## src/rtl/pteg_ram.sv

```systemverilog
// generic single write port ram with registered read
module pteg_ram #(
    parameter int WIDTH = 8,
    parameter int DEPTH = 16,
    localparam int AW = (DEPTH > 1) ? $clog2(DEPTH) : 1
) (
    input  logic             i_clk,
    input  logic             i_we,
    input  logic [AW-1:0]    i_waddr,
    input  logic [WIDTH-1:0] i_wdata,
    input  logic [AW-1:0]    i_raddr,
    output logic [WIDTH-1:0] o_rdata
);

    logic [WIDTH-1:0] r_mem [DEPTH];
    logic [WIDTH-1:0] r_rdata;

    always_ff @(posedge i_clk) begin
        if (i_we) begin
            r_mem[i_waddr] <= i_wdata;
        end
        r_rdata <= r_mem[i_raddr];
    end

    assign o_rdata = r_rdata;

endmodule

```

## config.mk

```make
export PLATFORM = sky130hd
export DESIGN_NAME = pteg_ram
export DESIGN_NICKNAME = d
export VERILOG_FILES = /design/src/rtl/pteg_ram.sv
export SDC_FILE = /design/constraint.sdc
export NUM_CORES = 1
export LEC_CHECK = 0
export BUFFER_PORTS_ARGS = -buffer_cell sky130_fd_sc_hd__buf_2
export CAP_MARGIN = 30
export CELL_PAD_IN_SITES_DETAIL_PLACEMENT = 0
export CELL_PAD_IN_SITES_GLOBAL_PLACEMENT = 2
export CORE_AREA = 4 4 109 111
export CTS_BUF_LIST = sky130_fd_sc_hd__clkbuf_16
export CTS_CLUSTER_SIZE = 8
export DETAILED_ROUTE_END_ITERATION = 10
export DIE_AREA = 0 0 113 115
export GPL_ROUTABILITY_DRIVEN = 0
export PLACE_DENSITY = 0.83
export REMOVE_ABC_BUFFERS = 1
export SLEW_MARGIN = 20
export SYNTH_ARGS = -nofsm -noshare
export SYNTH_HDL_FRONTEND = slang
export SYNTH_SLANG_ARGS = --single-unit
```

## constraint.sdc

```tcl
create_clock -name i_clk -period 2.2 [get_ports i_clk]
set_input_delay 0.44 -clock i_clk [delete_from_list [all_inputs] [get_ports i_clk]]
set_output_delay 0.44 -clock i_clk [all_outputs]
set_load 0.01 [all_outputs]
```

Word-level counts from Yosys, hierarchy flattened:

Memories as Yosys holds them, arrays and structs flattened. A register that Yosys moved wholly into a read port is not among the register bits.
Cells that the tools add are included.
W data, S select, Z words.

* register bits: 0
* RAM bits: 128
* input port bits: 18
* output and inout port bits: 8
* word-level logic and storage cells: 3
* memories: 1

Memory list
* r_mem: depth 16, width 8, rd ports 1, clocked after memory_dff 1, wr ports 1, RTL line 15 `logic [WIDTH-1:0] r_mem [DEPTH];`

* multiplexer cells: 2

Operators by type and width (count)
* $mux W1: 2

Logic depth before layout (Yosys ltp):

* depth after elaboration: 2
* depth in mapped cells: 5
* gate-level depth less buffers: 3

Worst setup path after synthesis:

Ideal clock, no wire load.

* path type: in2reg
* start point: input i_waddr[2]
* end point: memory r_mem[0][0] (enable)
* library setup time: 383 ps
* arrival time: 1550 ps
* data required time: 1817 ps
* path slack: 267 ps
* stages: 2
* path buffers: 0
* cells stage by stage: or3b_2 nor3_1

RTL lines
* start, declared: RTL line 9 `input logic [AW-1:0] i_waddr,`
* end, declared: RTL line 15

No word-level cell before the write port.

==> results.json <==
{
  "gr-total-overflow": 0,
  "grt_max_degree": 21,
  "dieWidth_um": 113,
  "cts_buffer_depth": 2,
  "fin_total_pwr_mw": 6.180,
  "final_util": 0.5742,
  "status": "finished, final reports clean",
  "p_sw_frac": 0.1893,
  "relSlewSlack": 0.6955,
  "combPwrFrac": 0.045,
  "peakVddDrop_uv": 434.4,
  "port_buffers": 25,
  "synth.distinct_cells": 19,
  "first_global_vias": 2574,
  "period_needed_ps": 1456,
  "synth-seq-cells": 136,
  "n_antenna_cell": 0,
  "vias_per_cell": 5.612,
  "synthDominantCellAreaShare": 0.7467,
  "placement_rows": 38,
  "antenna_found_initial": 0,
  "fin_cells": 438,
  "clkPwrFrac": 0.483,
  "dpl.cell_count": 406,
  "synth_area_per_cell_um2": 22.48,
  "initial_core_util": 0.4769,
  "worst_pin_slew_ps": 456.8,
  "arrival_ps": 1750,
  "drtAntennaViolNets": 0,
  "dieArea_mm2": 0.01300,
  "netlist_area_mm2": 0.005147,
  "clock_skew_ps": 4.888,
  "fmax_ghz": 0.6867,
  "slew_violations": 0,
  "seqPwrFrac": 0.472,
  "grt_usage": 0.1651,
  "tritoncts": "yes",
  "yosys_warnings": 0,
  "rsz0062_at_grt": "false",
  "dpl.hpwl_um": 6008,
  "clkSinkCount": 136,
  "drtIter0Drc": 197,
  "post_cts_resized": 0,
  "ctsHoldBuffers": 0,
  "die_y_um": 115,
  "root_buffer": "clkbuf_16",
  "power.internal_mw": 5.010,
  "critPathKind": "input port to flop",
  "clk_pin_slew_ps": 60,
  "synthTopCellsByArea": "edfxtp_1 (75%), mux4_2 (7.9%), mux4_1 (7.1%), dfxtp_1 (3.1%), a22oi_1 (2.3%)",
  "period_share": 0.6619,
  "yosysTopAreaCell": "edfxtp_1",
  "pin_count": 26,
  "fp.coreArea_mm2": 0.01079,
  "first_pass_iters": 4,
  "p_switching_mw": 1.170,
  "cap_violations": 0,
  "p_leak_nw": 2.126,
  "grt_pass1_wl_um": 15200,
  "cts-buffers-inserted": 17,
  "ys_seq_area_frac": 0.7778,
  "post_cts_buffers": 0,
  "routed_wl_um": 9767,
  "whs_ps": 408.9,
  "hold_class": "input port to flop",
  "wl_per_cell_um": 22.30,
  "area_delta_synth_final_pct": 20.39,
  "htreeDepth": 4,
  "final-hold-violation-count": 0,
  "endpoint_kind": "flop",
  "worstPathMaxFanout": 20,
  "drc": 0,
  "setup_tns_ps": 0,
  "nets": 303,
  "layout-drive-gt1-share": 0.3154,
  "synth_cells": 229,
  "clock_latency_ps": 410,
  "worstPathRequired_ps": 2500,
  "setup_viol": 0,
  "crit_path_start_kind": "input port",
  "vias": 2458,
  "powerDensity_mw_per_mm2": 997.2
}
-- critical path, stage by stage --
cell,delay [ps]
buf_2,180
buf_12,220
mux4_1,560
a22oi_1,250
nand2_1,80
-- per-layer routing --
layer  routed length, um  track usage  up-vias
met5                   0            0        -
met4                 146      0.06731        0
met3                 658      0.05526       15
met2                5021       0.2638       94
met1                3941       0.2104     1261
li1                    -            -     1088
-- power groups by stage --
stage | Clock (mW) | Sequential [mW] | Combinational (mW)
after global placement | 0 | 2.97 | 0.274
after detailed placement | 0 | 2.97 | 0.280
after global routing | 3.18 | 2.92 | 0.300
after floorplan | 0 | 2.97 | 0.116
after CTS | 3.04 | 2.92 | 0.282
final | 2.99 | 2.92 | 0.276
-- path summary, 6_finish.rpt --
kind / cells after the start / slack [ps] / from / endpoint
worst max-delay path: 5 / 740 / i_raddr[0] / o_rdata[3]
worst min-delay path: 1 / 410 / i_wdata[6] / r_mem[6][6]
worst max register to register: 3 / 840 / r_mem[10][1] / o_rdata[1]
worst min register to register: 3 / 670 / r_mem[15][7] / o_rdata[7]
-- cell type report --
type	count	area (um2)
Fill cell	760	4596
Sequential cell	136	4004
Multi-Input combinational cell	83	1057
Clock buffer	17	425.4
Timing Repair Buffer	47	327.8
Clock inverter	15	207.7
Tap cell	140	175.2
-- cells in the mapped netlist --
cell / instances
a22oi_1: 16
and2_1: 1
and2b_1: 1
buf_2: 3
buf_4: 1
buf_6: 3
clkdlybuf4s25_2: 3
dfxtp_1: 8
edfxtp_1: 128
mux4_1: 14
mux4_2: 18
nand2_1: 9
nand2b_1: 2
nand3_1: 1
nand3b_1: 2
nor2_1: 13
nor2b_1: 1
nor3_1: 4
or3b_2: 1
-- logic make-up (layout without fill, tap and decap cells) --
family | Yosys count | in the layout | share of synthesized area
flops | 136 | 136 | 0.7778
simple gates | 35 | 35 | 0.03184
mux | 32 | 32 | 0.1502
compound gates | 16 | 16 | 0.02334
buf+inv | 10 | 79 | 0.01677
-- state kept, by name, summed over array words and instances (netlist names) --
| name | cells |
|---|---|
| r_mem | 128 |
| o_rdata | 8 |
-- through the flow --
stage | setup slack (ps) | instance area [um2]
2_1_floorplan | 267.1 | 5061
3_3_place_gp | 313.1 | 5564
3_5_place_dp | 288.6 | 5564
4_1_cts | 726.7 | 6197
5_1_grt | 631.1 | 6197
6_report | 743.9 | 6197
-- placed cells by master, fill, tap and decap left out --
master      netlist  routed
nand3b_1          2       2
clkinv_1          0       4
nand3_1           1       1
and2b_1           1       1
mux4_2           18      18
and2_1            1       1
mux4_1           14      14
a22oi_1          16      16
nor2b_1           1       1
clkinvlp_4        0       2
clkinv_4          0       2
or3b_2            1       1
nand2b_1          2       2
nor3_1            4       4
clkbuf_16         0      17
dfxtp_1           8       8
edfxtp_1        128     128
buf_2             3      25
buf_4             1      19
nor2_1           13      13
clkinv_2          0       2
nand2_1           9       9
buf_12            0       3
bufinv_16         0       5
(Power assumes the default switching activity.)
