$ cat config.mk
export PLATFORM = sky130hd
export DESIGN_NAME = pteg_ctrl
export DESIGN_NICKNAME = d
export VERILOG_FILES = /design/src/rtl/pteg_pkg.sv /design/src/rtl/pteg_ctrl.sv
export SDC_FILE = /design/constraint.sdc
export NUM_CORES = 1
export LEC_CHECK = 0
export ABC_CLOCK_PERIOD_IN_PS = 4000
export BUFFER_PORTS_ARGS = -buffer_cell sky130_fd_sc_hd__clkbuf_2
export CAP_MARGIN = 20
export CORE_MARGIN = 1
export CORE_UTILIZATION = 40
export DETAILED_ROUTE_END_ITERATION = 8
export PLACE_DENSITY = 0.61
export SLEW_MARGIN = 30
export SYNTH_ARGS = -nofsm -noshare
export SYNTH_HDL_FRONTEND = slang
export SYNTH_SLANG_ARGS = --single-unit
$ cat constraint.sdc
create_clock -name i_clk -period 4 [get_ports i_clk]
set_input_delay 0.4 -clock i_clk [delete_from_list [all_inputs] [get_ports i_clk]]
set_output_delay 0.4 -clock i_clk [all_outputs]
set_load 0.1 [all_outputs]
$ cat src/rtl/pteg_pkg.sv
// shared types, constants and grading function of the pixel time event grader
package pteg_pkg;

    localparam int COLUMNS_DEF   = 32;
    localparam int ROWS_DEF      = 32;
    localparam int TIME_BITS_DEF = 48;

    localparam int PORT_TIME_W = 48;
    localparam int MAX_TIME_W  = 64;
    localparam int COORD_W     = 5;
    localparam int WIN_W       = 32;
    localparam int CFG_IDX_W   = 2;
    localparam int GRADE_W     = 2;
    localparam int ST_W        = 4;

    localparam int ST_SEEN = 0;
    localparam int ST_PEND = 1;
    localparam int ST_NEAR = 2;
    localparam int ST_PILE = 3;

    localparam logic [CFG_IDX_W-1:0] CFG_PRE    = 2'd0;
    localparam logic [CFG_IDX_W-1:0] CFG_POST   = 2'd1;
    localparam logic [CFG_IDX_W-1:0] CFG_PILEUP = 2'd2;

    localparam logic [GRADE_W-1:0] GRADE_CLEAN  = 2'd0;
    localparam logic [GRADE_W-1:0] GRADE_LATER  = 2'd1;
    localparam logic [GRADE_W-1:0] GRADE_NEAR   = 2'd2;
    localparam logic [GRADE_W-1:0] GRADE_PILEUP = 2'd3;

    typedef enum logic {
        OP_EVENT = 1'b0,
        OP_FLUSH = 1'b1
    } t_op;

    typedef struct packed {
        logic [WIN_W-1:0] pre;
        logic [WIN_W-1:0] post;
        logic [WIN_W-1:0] pileup;
    } t_windows;

    function automatic logic [GRADE_W-1:0] grade_of(
        input logic near_before,
        input logic pile_before,
        input logic any_after,
        input logic near_after,
        input logic pile_after
    );
        logic [GRADE_W-1:0] g;
        if (pile_before || pile_after) begin
            g = GRADE_PILEUP;
        end else if (near_before || near_after) begin
            g = GRADE_NEAR;
        end else if (!any_after) begin
            g = GRADE_CLEAN;
        end else begin
            g = GRADE_LATER;
        end
        return g;
    endfunction

endpackage

$ cat src/rtl/pteg_ctrl.sv
// sequencer and datapath: pixel store read, grading and write back
module pteg_ctrl import pteg_pkg::*; #(
    parameter int COLUMNS   = COLUMNS_DEF,
    parameter int ROWS      = ROWS_DEF,
    parameter int TIME_BITS = TIME_BITS_DEF,
    localparam int DEPTH = COLUMNS * ROWS,
    localparam int IDX_W = (DEPTH > 1) ? $clog2(DEPTH) : 1
) (
    input  logic                   i_clk,
    input  logic                   i_rst_n,
    input  logic                   i_start,
    output logic                   o_busy,
    input  logic                   i_operation,
    input  logic [PORT_TIME_W-1:0] i_event_time,
    input  logic [COORD_W-1:0]     i_pixel_col,
    input  logic [COORD_W-1:0]     i_pixel_row,
    input  t_windows               i_win,
    output logic [IDX_W-1:0]       o_rd_addr,
    output logic [IDX_W-1:0]       o_wr_addr,
    output logic                   o_time_we,
    output logic [TIME_BITS-1:0]   o_time_wdata,
    input  logic [TIME_BITS-1:0]   i_time_rdata,
    output logic                   o_stat_we,
    output logic [ST_W-1:0]        o_stat_wdata,
    input  logic [ST_W-1:0]        i_stat_rdata,
    output logic                   o_result_valid,
    output logic [PORT_TIME_W-1:0] o_graded_time,
    output logic [COORD_W-1:0]     o_graded_col,
    output logic [COORD_W-1:0]     o_graded_row,
    output logic [GRADE_W-1:0]     o_grade
);

    localparam int CMP_W = (TIME_BITS > WIN_W) ? TIME_BITS : WIN_W;

    typedef enum logic [1:0] {
        S_CLEAR,
        S_IDLE,
        S_FETCH,
        S_UPDATE
    } t_state;

    t_state                 r_state;
    logic [IDX_W-1:0]       r_clr;
    logic                   r_result_valid;
    logic [PORT_TIME_W-1:0] r_graded_time;
    logic [COORD_W-1:0]     r_graded_col;
    logic [COORD_W-1:0]     r_graded_row;
    logic [GRADE_W-1:0]     r_grade;

    logic                   r_op;
    logic [TIME_BITS-1:0]   r_time;
    logic [COORD_W-1:0]     r_col;
    logic [COORD_W-1:0]     r_row;
    logic [IDX_W-1:0]       r_idx;
    logic                   r_in_range;
    logic [ST_W-1:0]        r_stat;
    logic [TIME_BITS-1:0]   r_last;
    logic [TIME_BITS-1:0]   r_diff;

    logic [31:0]            idx_full;
    logic [IDX_W-1:0]       in_idx;
    logic                   in_range;
    logic [MAX_TIME_W-1:0]  in_time_wide;
    logic [MAX_TIME_W-1:0]  last_wide;
    logic [CMP_W-1:0]       diff_c;
    logic                   seen;
    logic                   pend;
    logic                   any_a;
    logic                   near_a;
    logic                   pile_a;
    logic                   upd_valid;
    logic [GRADE_W-1:0]     upd_grade;
    logic                   accept;

    assign accept       = i_start && (r_state == S_IDLE);
    assign idx_full     = 32'(i_pixel_row) * 32'(COLUMNS) + 32'(i_pixel_col);
    assign in_idx       = idx_full[IDX_W-1:0];
    assign in_range     = (32'(i_pixel_col) < 32'(COLUMNS)) && (32'(i_pixel_row) < 32'(ROWS));
    assign in_time_wide = MAX_TIME_W'(i_event_time);
    assign last_wide    = MAX_TIME_W'(r_last);

    assign diff_c = CMP_W'(r_diff);
    assign seen   = r_stat[ST_SEEN];
    assign pend   = r_stat[ST_PEND];
    assign any_a  = seen && (diff_c <= CMP_W'(i_win.post));
    assign near_a = any_a && (diff_c < CMP_W'(i_win.pre));
    assign pile_a = any_a && (diff_c < CMP_W'(i_win.pileup));

    always_comb begin
        o_time_we    = 1'b0;
        o_stat_we    = 1'b0;
        o_stat_wdata = '0;
        upd_valid    = 1'b0;
        upd_grade    = GRADE_CLEAN;
        unique case (r_state)
            S_CLEAR: begin
                o_stat_we = 1'b1;
            end
            S_UPDATE: begin
                if (t_op'(r_op) == OP_FLUSH) begin
                    o_stat_we    = r_in_range && pend;
                    o_stat_wdata = ST_W'(seen);
                    upd_valid    = r_in_range && pend;
                    upd_grade    = grade_of(r_stat[ST_NEAR], r_stat[ST_PILE],
                                            1'b0, 1'b0, 1'b0);
                end else begin
                    o_time_we    = r_in_range;
                    o_stat_we    = r_in_range;
                    o_stat_wdata = {pile_a, near_a, 1'b1, 1'b1};
                    upd_valid    = r_in_range && seen && pend;
                    upd_grade    = grade_of(r_stat[ST_NEAR], r_stat[ST_PILE],
                                            any_a, near_a, pile_a);
                end
            end
            default: begin
            end
        endcase
    end

    assign o_rd_addr    = (r_state == S_IDLE) ? in_idx : r_idx;
    assign o_wr_addr    = (r_state == S_CLEAR) ? r_clr : r_idx;
    assign o_time_wdata = r_time;

    always_ff @(posedge i_clk) begin
        if (!i_rst_n) begin
            r_state        <= S_CLEAR;
            r_clr          <= '0;
            r_result_valid <= 1'b0;
        end else begin
            r_result_valid <= (r_state == S_UPDATE) && upd_valid;
            unique case (r_state)
                S_CLEAR: begin
                    r_clr <= r_clr + 1'b1;
                    if (32'(r_clr) == 32'(DEPTH - 1)) begin
                        r_state <= S_IDLE;
                    end
                end
                S_IDLE: begin
                    if (accept) begin
                        r_state <= S_FETCH;
                    end
                end
                S_FETCH: begin
                    r_state <= S_UPDATE;
                end
                S_UPDATE: begin
                    r_state        <= S_IDLE;
                    r_graded_time  <= last_wide[PORT_TIME_W-1:0];
                    r_graded_col   <= r_col;
                    r_graded_row   <= r_row;
                    r_grade        <= upd_grade;
                end
                default: begin
                    r_state <= S_IDLE;
                end
            endcase
        end
    end

    // transaction capture and read data staging
    always_ff @(posedge i_clk) begin
        if (accept) begin
            r_op       <= i_operation;
            r_time     <= in_time_wide[TIME_BITS-1:0];
            r_col      <= i_pixel_col;
            r_row      <= i_pixel_row;
            r_idx      <= in_idx;
            r_in_range <= in_range;
        end
        if (r_state == S_FETCH) begin
            r_stat <= i_stat_rdata;
            r_last <= i_time_rdata;
            r_diff <= (r_time >= i_time_rdata) ? (r_time - i_time_rdata) : '0;
        end
    end

    assign o_busy         = (r_state != S_IDLE);
    assign o_result_valid = r_result_valid;
    assign o_graded_time  = r_graded_time;
    assign o_graded_col   = r_graded_col;
    assign o_graded_row   = r_graded_row;
    assign o_grade        = r_grade;

endmodule

# [Word level (Yosys, flattened, before mapping)]
# Index checks and enable logic that the tools add are counted.
[classes] n_addsub=3 order_cmp=4 eq_ne=7 reduce_logical=11 n_mux=19
[ops] op="$lt 48x32->1" count=2
[ops] op="$ge 48x48->1" count=1
[ops] op="$le 48x32->1" count=1
[ops] op="$sub 48x48->48" count=1
[ops] op="$mux 10" count=2
[ops] op="$mux 2" count=7
[ops] op="$add 10x1->10 const B" count=1
[ops] op="$add 10x5->10" count=1
[ops] op="$eq 10x10->1 const B" count=1
[ops] op="$mux 4" count=2
[ops] op="$pmux 2 s4" count=1
[ops] op="$logic_and 1x1->1" count=6
[ops] op="$mux 1" count=6
[ops] op="$eq 2x2->1 const B" count=2
[ops] op="$ne 2x1->1 const B" count=2
[ops] op="$reduce_and 2->1" count=2
[ops] op="$eq 2x1->1 const B" count=1
[ops] op="$logic_not 2->1" count=1
[ops] op="$logic_or 1x1->1" count=2
[ops] op="$ne 2x2->1 const B" count=1
[ops] op="$pmux 1 s2" count=1
[word_totals] register_bits=242 word_cells=59 out_inout_bits=136

# [Longest topological paths before layout]
# Gate-level depths: netlist of the first run.
[logic_depth] depth_word=7 ltp_mapped=14 ltp_nobuf=12

# [Worst setup path after synthesis of the first run]
# No wires, ideal clock.
[synth_path] kind="input-to-output" start="in i_win[61] (netlist name)" end="out o_stat_wdata[2]" arrival_time_ns=3.979 path_slack_ns=-0.379 required_time_ns=3.600 cell_stages=11 cell_sequence="inv_1 ha_1 a21oi_1 nor2b_1 o21ai_0 or4b_1 a211oi_1 o41ai_1 o41ai_1 nand2_1 nor3_1"
[synth_between] elab_chain_len=5
[synth_rtl] element="start, declared" line="pteg_ctrl.sv:17" text="input t_windows i_win,"
[synth_rtl] element="$le 48x32->1" line="pteg_ctrl.sv:85" text="assign any_a = seen && (diff_c <= CMP_W'(i_win.post));"
[synth_rtl] element="$logic_and 1x1->1" line="pteg_ctrl.sv:85"
[synth_rtl] element="$logic_and 1x1->1" line="pteg_ctrl.sv:86" text="assign near_a = any_a && (diff_c < CMP_W'(i_win.pre));"
[synth_rtl] element="$mux 4" line="pteg_ctrl.sv:100" text="if (t_op'(r_op) == OP_FLUSH) begin"
[synth_rtl] element="$mux 4" line="pteg_ctrl.sv:95" text="unique case (r_state)"
[synth_rtl] element="end, declared" line="pteg_ctrl.sv:24" text="output logic [ST_W-1:0] o_stat_wdata,"
# No other way between the ends.

# [Final worst setup path of the first run]
[layout_path] start="reg r_diff[37], in the netlist diff_c[37]" end="out o_stat_wdata[2]"
[layout_between] elab_chain_len=5 word_cells_on_any_way=6
[layout_rtl] element="start, declared" line="pteg_ctrl.sv:58" text="logic [TIME_BITS-1:0] r_diff;"
[layout_rtl] element="start signal, assigned" line="pteg_ctrl.sv:173" text="r_diff <= (r_time >= i_time_rdata) ? (r_time - i_time_rdata) : '0;"
[layout_rtl] element="$le 48x32->1" line="pteg_ctrl.sv:85"
[layout_rtl] element="$logic_and 1x1->1" line="pteg_ctrl.sv:85"
[layout_rtl] element="$logic_and 1x1->1 *" line="pteg_ctrl.sv:86"
[layout_rtl] element="$mux 4 *" line="pteg_ctrl.sv:100"
[layout_rtl] element="$mux 4 *" line="pteg_ctrl.sv:95"
# Mark *: on every way between the ends. The rest lies on a longest branch, timed or not.

==> flow_metrics.tcl, run 1 <==
set metrics [dict create \
    start_util_pct 41.0 \
    synth_cells 1152 \
    synthToLayoutAreaGrowth_pct 23.5 \
    firstDrtPassIters 6 \
    synth_commonest_cells "edfxtp_1 (219), inv_1 (158), ha_1 (147)" \
    cp_max_fo 8 \
    period_share_pct 95.0 \
    slew_headroom_pct 36.7 \
    netlist_area_um2 13100 \
    finClkSkew_ns 0.0150 \
    clk_pin_slew_worst_paths_ns 0.06 \
    vdd_drop_max_uv 552 \
    cap_violations 0 \
    hold_slack_ns 0.0324 \
    htreeDepth 1 \
    status "finished, final reports clean" \
    clk_root_buffer_cell "clkbuf_16" \
    fin_util_pct 50.7 \
    drive_above_1_share_pct 27.5 \
    io_pins 346 \
    postCtsSetupRepairBufs 0 \
    grt_max_degree 65 \
    fmax_ghz 0.263 \
    cp_cell_sequence "nor4_1 -> nand4_1 -> buf_4 -> or4b_1 -> a211oi_1 -> o41ai_1 -> o41ai_1 -> nand2_1 -> nor3_2 -> clkbuf_4" \
    clock_sinks 232 \
    grt_use_total_pct 20.1 \
    slowest_stage "or4b_1" \
    p_leak_nw 7.33 \
    tightest_slew_ns 0.950 \
    coreArea_um2 31800 \
    p_per_area_nw_per_um2 466 \
    yosysSeqAreaShare_pct 52.4 \
    gp_congestion 0.908 \
    hold_violations 0 \
    end_kind "primary output" \
    diodes 0 \
    port_buffers 345 \
    synth_cell_types 64 \
    viasPerCell 5.07 \
    setup_violations 0 \
    synth_edf_count 219 \
    numCtsBuffers 25 \
    synthTopCellsByArea "edfxtp_1 (50%), ha_1 (14%), inv_1 (4.5%), a21oi_1 (2.6%), a21o_1 (2.5%)" \
    dp_hpwl_um 27300 \
    avgSynthCellArea_um2 11.3 \
    yosys.area.top_type "edfxtp_1" \
    die-area_um2 33400 \
    critPathTopFamily "simple AND/OR/NAND/NOR gates" \
    fin_crit_ns 3.80 \
    ant_nets 0 \
    syn_nets 1510 \
    first_global_vias 9892 \
    total_power_mw 7.51 \
    slew_violations 0 \
    die_x_um 183 \
    ys_ff_latch 232 \
    synth_top_area_share_pct 50.4 \
    dr_total_vias 9930 \
    critPathMostFrequentCell "o41ai_1" \
    place_inst 1916 \
    crit_buf_inv 2 \
    row_count 65 \
    finalNonFillerCells 1960 \
    synth.most_common_cell "edfxtp_1" \
    drc 0 \
    tritoncts "built" \
    nNetsFinal 1867 \
    synthArstFlopShare_pct 0 \
    cp.arrival_ns 3.40 \
    yosysWarnings 0 \
    grt_pass1_wl_um 52000 \
    cts_max_path_buffers 3 \
    wl_per_cell_um 17.4 \
    slowest_delay_ns 0.50 \
    grt-ovfl-total 0 \
    clkLatencyLatePin_ns 0.54 \
    synth_ff_type "edfxtp_1" \
    crit_path_start_kind "flop" \
    cp.required_ns 3.60 \
    path_class "flop to primary output" \
    fp.dieH_um 183 \
    antenna_found_initial 0 \
    hold_path_class "input pin to flop" \
    drt_iter0_drc 527 \
    totalWireLength_um 34100 \
]
-- power by group --
group          leakage, nW  internal [mW]  switching (mW)  total (mW)
registers             2.08           2.81          0.0853        2.90
clock network        0.383           1.30           0.941        2.24
logic                 4.87          0.634            1.74        2.37
-- kinds of logic (layout without fill, tap and decap cells) --
logic type | Yosys count | count (layout) | share of synthesized area, %
flip-flops | 232 | 232 | 52.4
AO/OA/AOI/OAI | 244 | 244 | 12.1
adder cells (fa/ha/maj) | 148 | 148 | 14.2
multiplexers | 22 | 22 | 1.88
XOR/XNOR | 48 | 48 | 3.22
AND/OR/NAND/NOR | 279 | 279 | 10.8
buffers and inverters | 179 | 552 | 5.36
-- metrics by stage --
stage / setup TNS [ns] / area (µm²) / worst slack (ns)
after floorplan: 0 / 13100 / 0.364
after global placement: 0 / 15300 / 0.637
after detailed placement: 0 / 15300 / 0.595
after global routing: -0.00195 / 16100 / -0.00195
final: 0 / 16100 / 0.199
after CTS: 0 / 16100 / 0.0707
-- final cells by class --
class	count	area, µm²
Multi-Input combinational cell	741	5540
Inverter	158	593
Fill cell	2892	15700
Timing Repair Buffer	351	1810
Tap cell	435	544
Clock buffer	30	654
Clock inverter	13	131
Sequential cell	232	6840
-- sequential cells by signal, summed over array words and instances (netlist names) --
register / flops
r_last: 48
o_grade: 2
r_op: 1
o_graded_time: 48
o_time_wdata: 48
r_stat: 4
r_clr: 10
o_graded_row: 5
o_result_valid: 1
r_idx: 1
r_col: 4
r_row: 5
r_state: 2
diff_c: 48
o_graded_col: 5
-- final timing paths --
| kind | slack, ns | start | end | cells past startpoint |
|---|---|---|---|---|
| hold / removal | 0.03 | i_event_time[15] | o_time_wdata[15] | 1 |
| hold reg to reg | 0.41 | r_last[27] | o_graded_time[27] | 0 |
| setup reg to reg | 0.81 | o_time_wdata[8] | diff_c[41] | 10 |
| setup / recovery | 0.20 | diff_c[37] | o_stat_wdata[2] | 10 |
-- layer usage --
layer  share of wire, %  GRT usage, %  up-vias  wire (µm)
met5                  0             0        -          0
met4                2.0          5.14        0        682
met3                6.5          3.71       46       2230
met2                 46          33.1      332      15600
met1                 46          27.3     4619      15600
li1                   -             -     4933          -
-- cell usage in the layout, fill, tap and decap left out, drive strengths merged, types with 13 or more instances in the layout --
cell type / netlist / routed
clkbuf: 13 / 375
edfxtp: 219 / 219
inv: 158 / 159
ha: 147 / 147
nor2: 85 / 85
a21oi: 70 / 70
nand2: 49 / 49
o21ai: 47 / 47
a21o: 43 / 43
nand4: 38 / 38
xnor2: 29 / 29
mux2: 20 / 20
xor2: 19 / 19
nor2b: 17 / 17
nor3: 17 / 17
and2: 14 / 14
dfxtp: 13 / 13
-- timing repair --
action,4_1_cts,5_1_grt
hold buffers,0,0
setup endpoints to repair,0,2
gates resized for setup,0,5
No activity file was read; power rests on OpenSTA's default activity.
==> inputs of run 2 (changes only) <==
--- a/config.mk
+++ b/config.mk
@@ -10,8 +10,10 @@
 export CAP_MARGIN = 20
 export CORE_MARGIN = 1
 export CORE_UTILIZATION = 40
+export CTS_BUF_LIST = sky130_fd_sc_hd__clkbuf_8
 export DETAILED_ROUTE_END_ITERATION = 8
 export PLACE_DENSITY = 0.61
+export RECOVER_POWER = 100
 export SLEW_MARGIN = 30
 export SYNTH_ARGS = -nofsm -noshare
 export SYNTH_HDL_FRONTEND = slang
==> run 2 against run 1 <==
Worst setup slack better by 0.0040 ns. Die area unchanged. First-iteration DRC count up 7.2%. Register-to-register slack worse by 0.53 ns. Clock-buffer cell count up 13. Combinational power down 2%. The run now ends with capacitance limit, slew limit left. Highest routed layer unchanged. Non-clock buffer count up 13. Largest power group unchanged.
==> flow_metrics.tcl, run 2 (synthesis gave the netlist of run 1 again) <==
set metrics [dict create \
    status "finished, violations left" \
    failed_checks "capacitance limit, slew limit" \
    viasPerCell 5.03 \
    io_pins 346 \
    cap_violations 2 \
    dr_total_vias 10100 \
    drc 0 \
    fillCellCount 3009 \
    vdd_drop_max_uv 564 \
    clk_pin_slew_worst_paths_ns 0.06 \
    multi_input_area_um2 5530 \
    drive_above_1_share_pct 15.7 \
    numCtsBuffers 40 \
    die-area_um2 33400 \
    grt-ovfl-total 0 \
    cp_max_fo 8 \
    grt_pass1_wl_um 52500 \
    row_count 65 \
    hold_violations 0 \
    coreArea_um2 31800 \
    path_class "flop to primary output" \
    grt_max_degree 65 \
    nNetsFinal 1895 \
    layout_commonest_cell "edfxtp_1" \
    fmax_ghz 0.263 \
    cts_max_path_buffers 3 \
    layout_common_cells "edfxtp_1 (219), clkbuf_1 (187), inv_1 (175)" \
    setup_violations 0 \
    first_global_vias 10100 \
    htreeDepth 2 \
    start_util_pct 41.0 \
    drt_iter0_drc 565 \
    crit_path_start_kind "flop" \
    clock_sinks 232 \
    timing.setup.tns_ns 0 \
    tritoncts "built" \
    ant_nets 0 \
    period_share_pct 94.9 \
    wl_per_cell_um 17.2 \
    p_per_area_nw_per_um2 459 \
    fp.dieH_um 183 \
    regArea_um2 6840 \
    finClkSkew_ns 0.0275 \
    antenna_found_initial 1 \
    synthToLayoutAreaGrowth_pct 22.2 \
    total_power_mw 7.32 \
    slew_violations 60 \
    cp.arrival_ns 3.40 \
    die_x_um 183 \
    hold_path_class "input pin to flop" \
    end_kind "primary output" \
    totalWireLength_um 34400 \
    slew_headroom_pct -46.7 \
    grt_use_total_pct 20.3 \
    gp_congestion 0.908 \
    clk_root_buffer_cell "clkbuf_8" \
    dp_hpwl_um 27300 \
    firstDrtPassIters 5 \
    tightest_slew_ns 2.20 \
    placed_cell_area_um2 15300 \
    stdcell_area_um2 16000 \
    port_buffers 345 \
    fin_crit_ns 3.80 \
    cp.required_ns 3.60 \
    p_leak_nw 6.88 \
    postCtsSetupRepairBufs 0 \
    clkLatencyLatePin_ns 0.55 \
]
run 2: area by class of cell:
class	instances	share of cell area, %
well taps	435	3.41
diodes	1	0.0157
flip-flops and latches	232	42.9
repair buffers	364	10.5
clock buffers	43	3.71
clock inverters	30	1.17
inverters	158	3.72
multi-input cells	741	34.6
run 2: path summary, 6_finish.rpt:
kind | start | endpoint | slack [ns] | cells after the start
worst max-delay path | diff_c[37] | o_stat_wdata[2] | 0.20 | 10
worst min-delay path | i_event_time[29] | o_time_wdata[29] | 0.03 | 1
worst max register to register | o_time_wdata[16] | diff_c[21] | 0.28 | 11
worst min register to register | r_last[11] | o_graded_time[11] | 0.41 | 0
run 2: through the flow:
step | util (%) | cells | hold slack [ns] | setup WS [ns]
final | 50.2 | 2004 | 0.0342 | 0.203
after global routing | 50.2 | 2004 | 0.00230 | -0.00552
after CTS | 50.9 | 2001 | 0.00215 | 0.0771
after detailed placement | 48.1 | 1916 | 0.405 | 0.595
after global placement | 48.1 | 1916 | 0.400 | 0.637
after floorplan | - | 1152 | 0.400 | 0.364
run 2: layer usage:
metal / global-route usage [%] / vias up / wire, µm
met4: 5.95 / 0 / 693
li1: - / 4995 / -
met1: 27.5 / 4679 / 15700
met2: 33.0 / 361 / 15700
met5: 0 / - / 0
met3: 4.09 / 48 / 2380
run 2: worst max-delay path, stage by stage, from the launching register on:
cell,delay [ns]
edfxtp_1,0.37
nor4_1,0.43
nand4_1,0.17
buf_4,0.20
or4b_1,0.50
a211oi_1,0.22
o41ai_1,0.13
o41ai_1,0.13
nand2_1,0.13
nor3_2,0.23
clkbuf_4,0.36
run 2: what timing repair did:
item | CTS | global route
setup endpoints to repair | 0 | 2
hold endpoints to repair | 12 | 0
resized for setup | 0 | 5
hold buffers | 12 | 0
run 2: power by group:
part	internal (mW)	total [mW]	switching, mW
Combinational	0.593	2.33	1.73
Clock	1.13	2.09	0.957
Sequential	2.82	2.91	0.0852
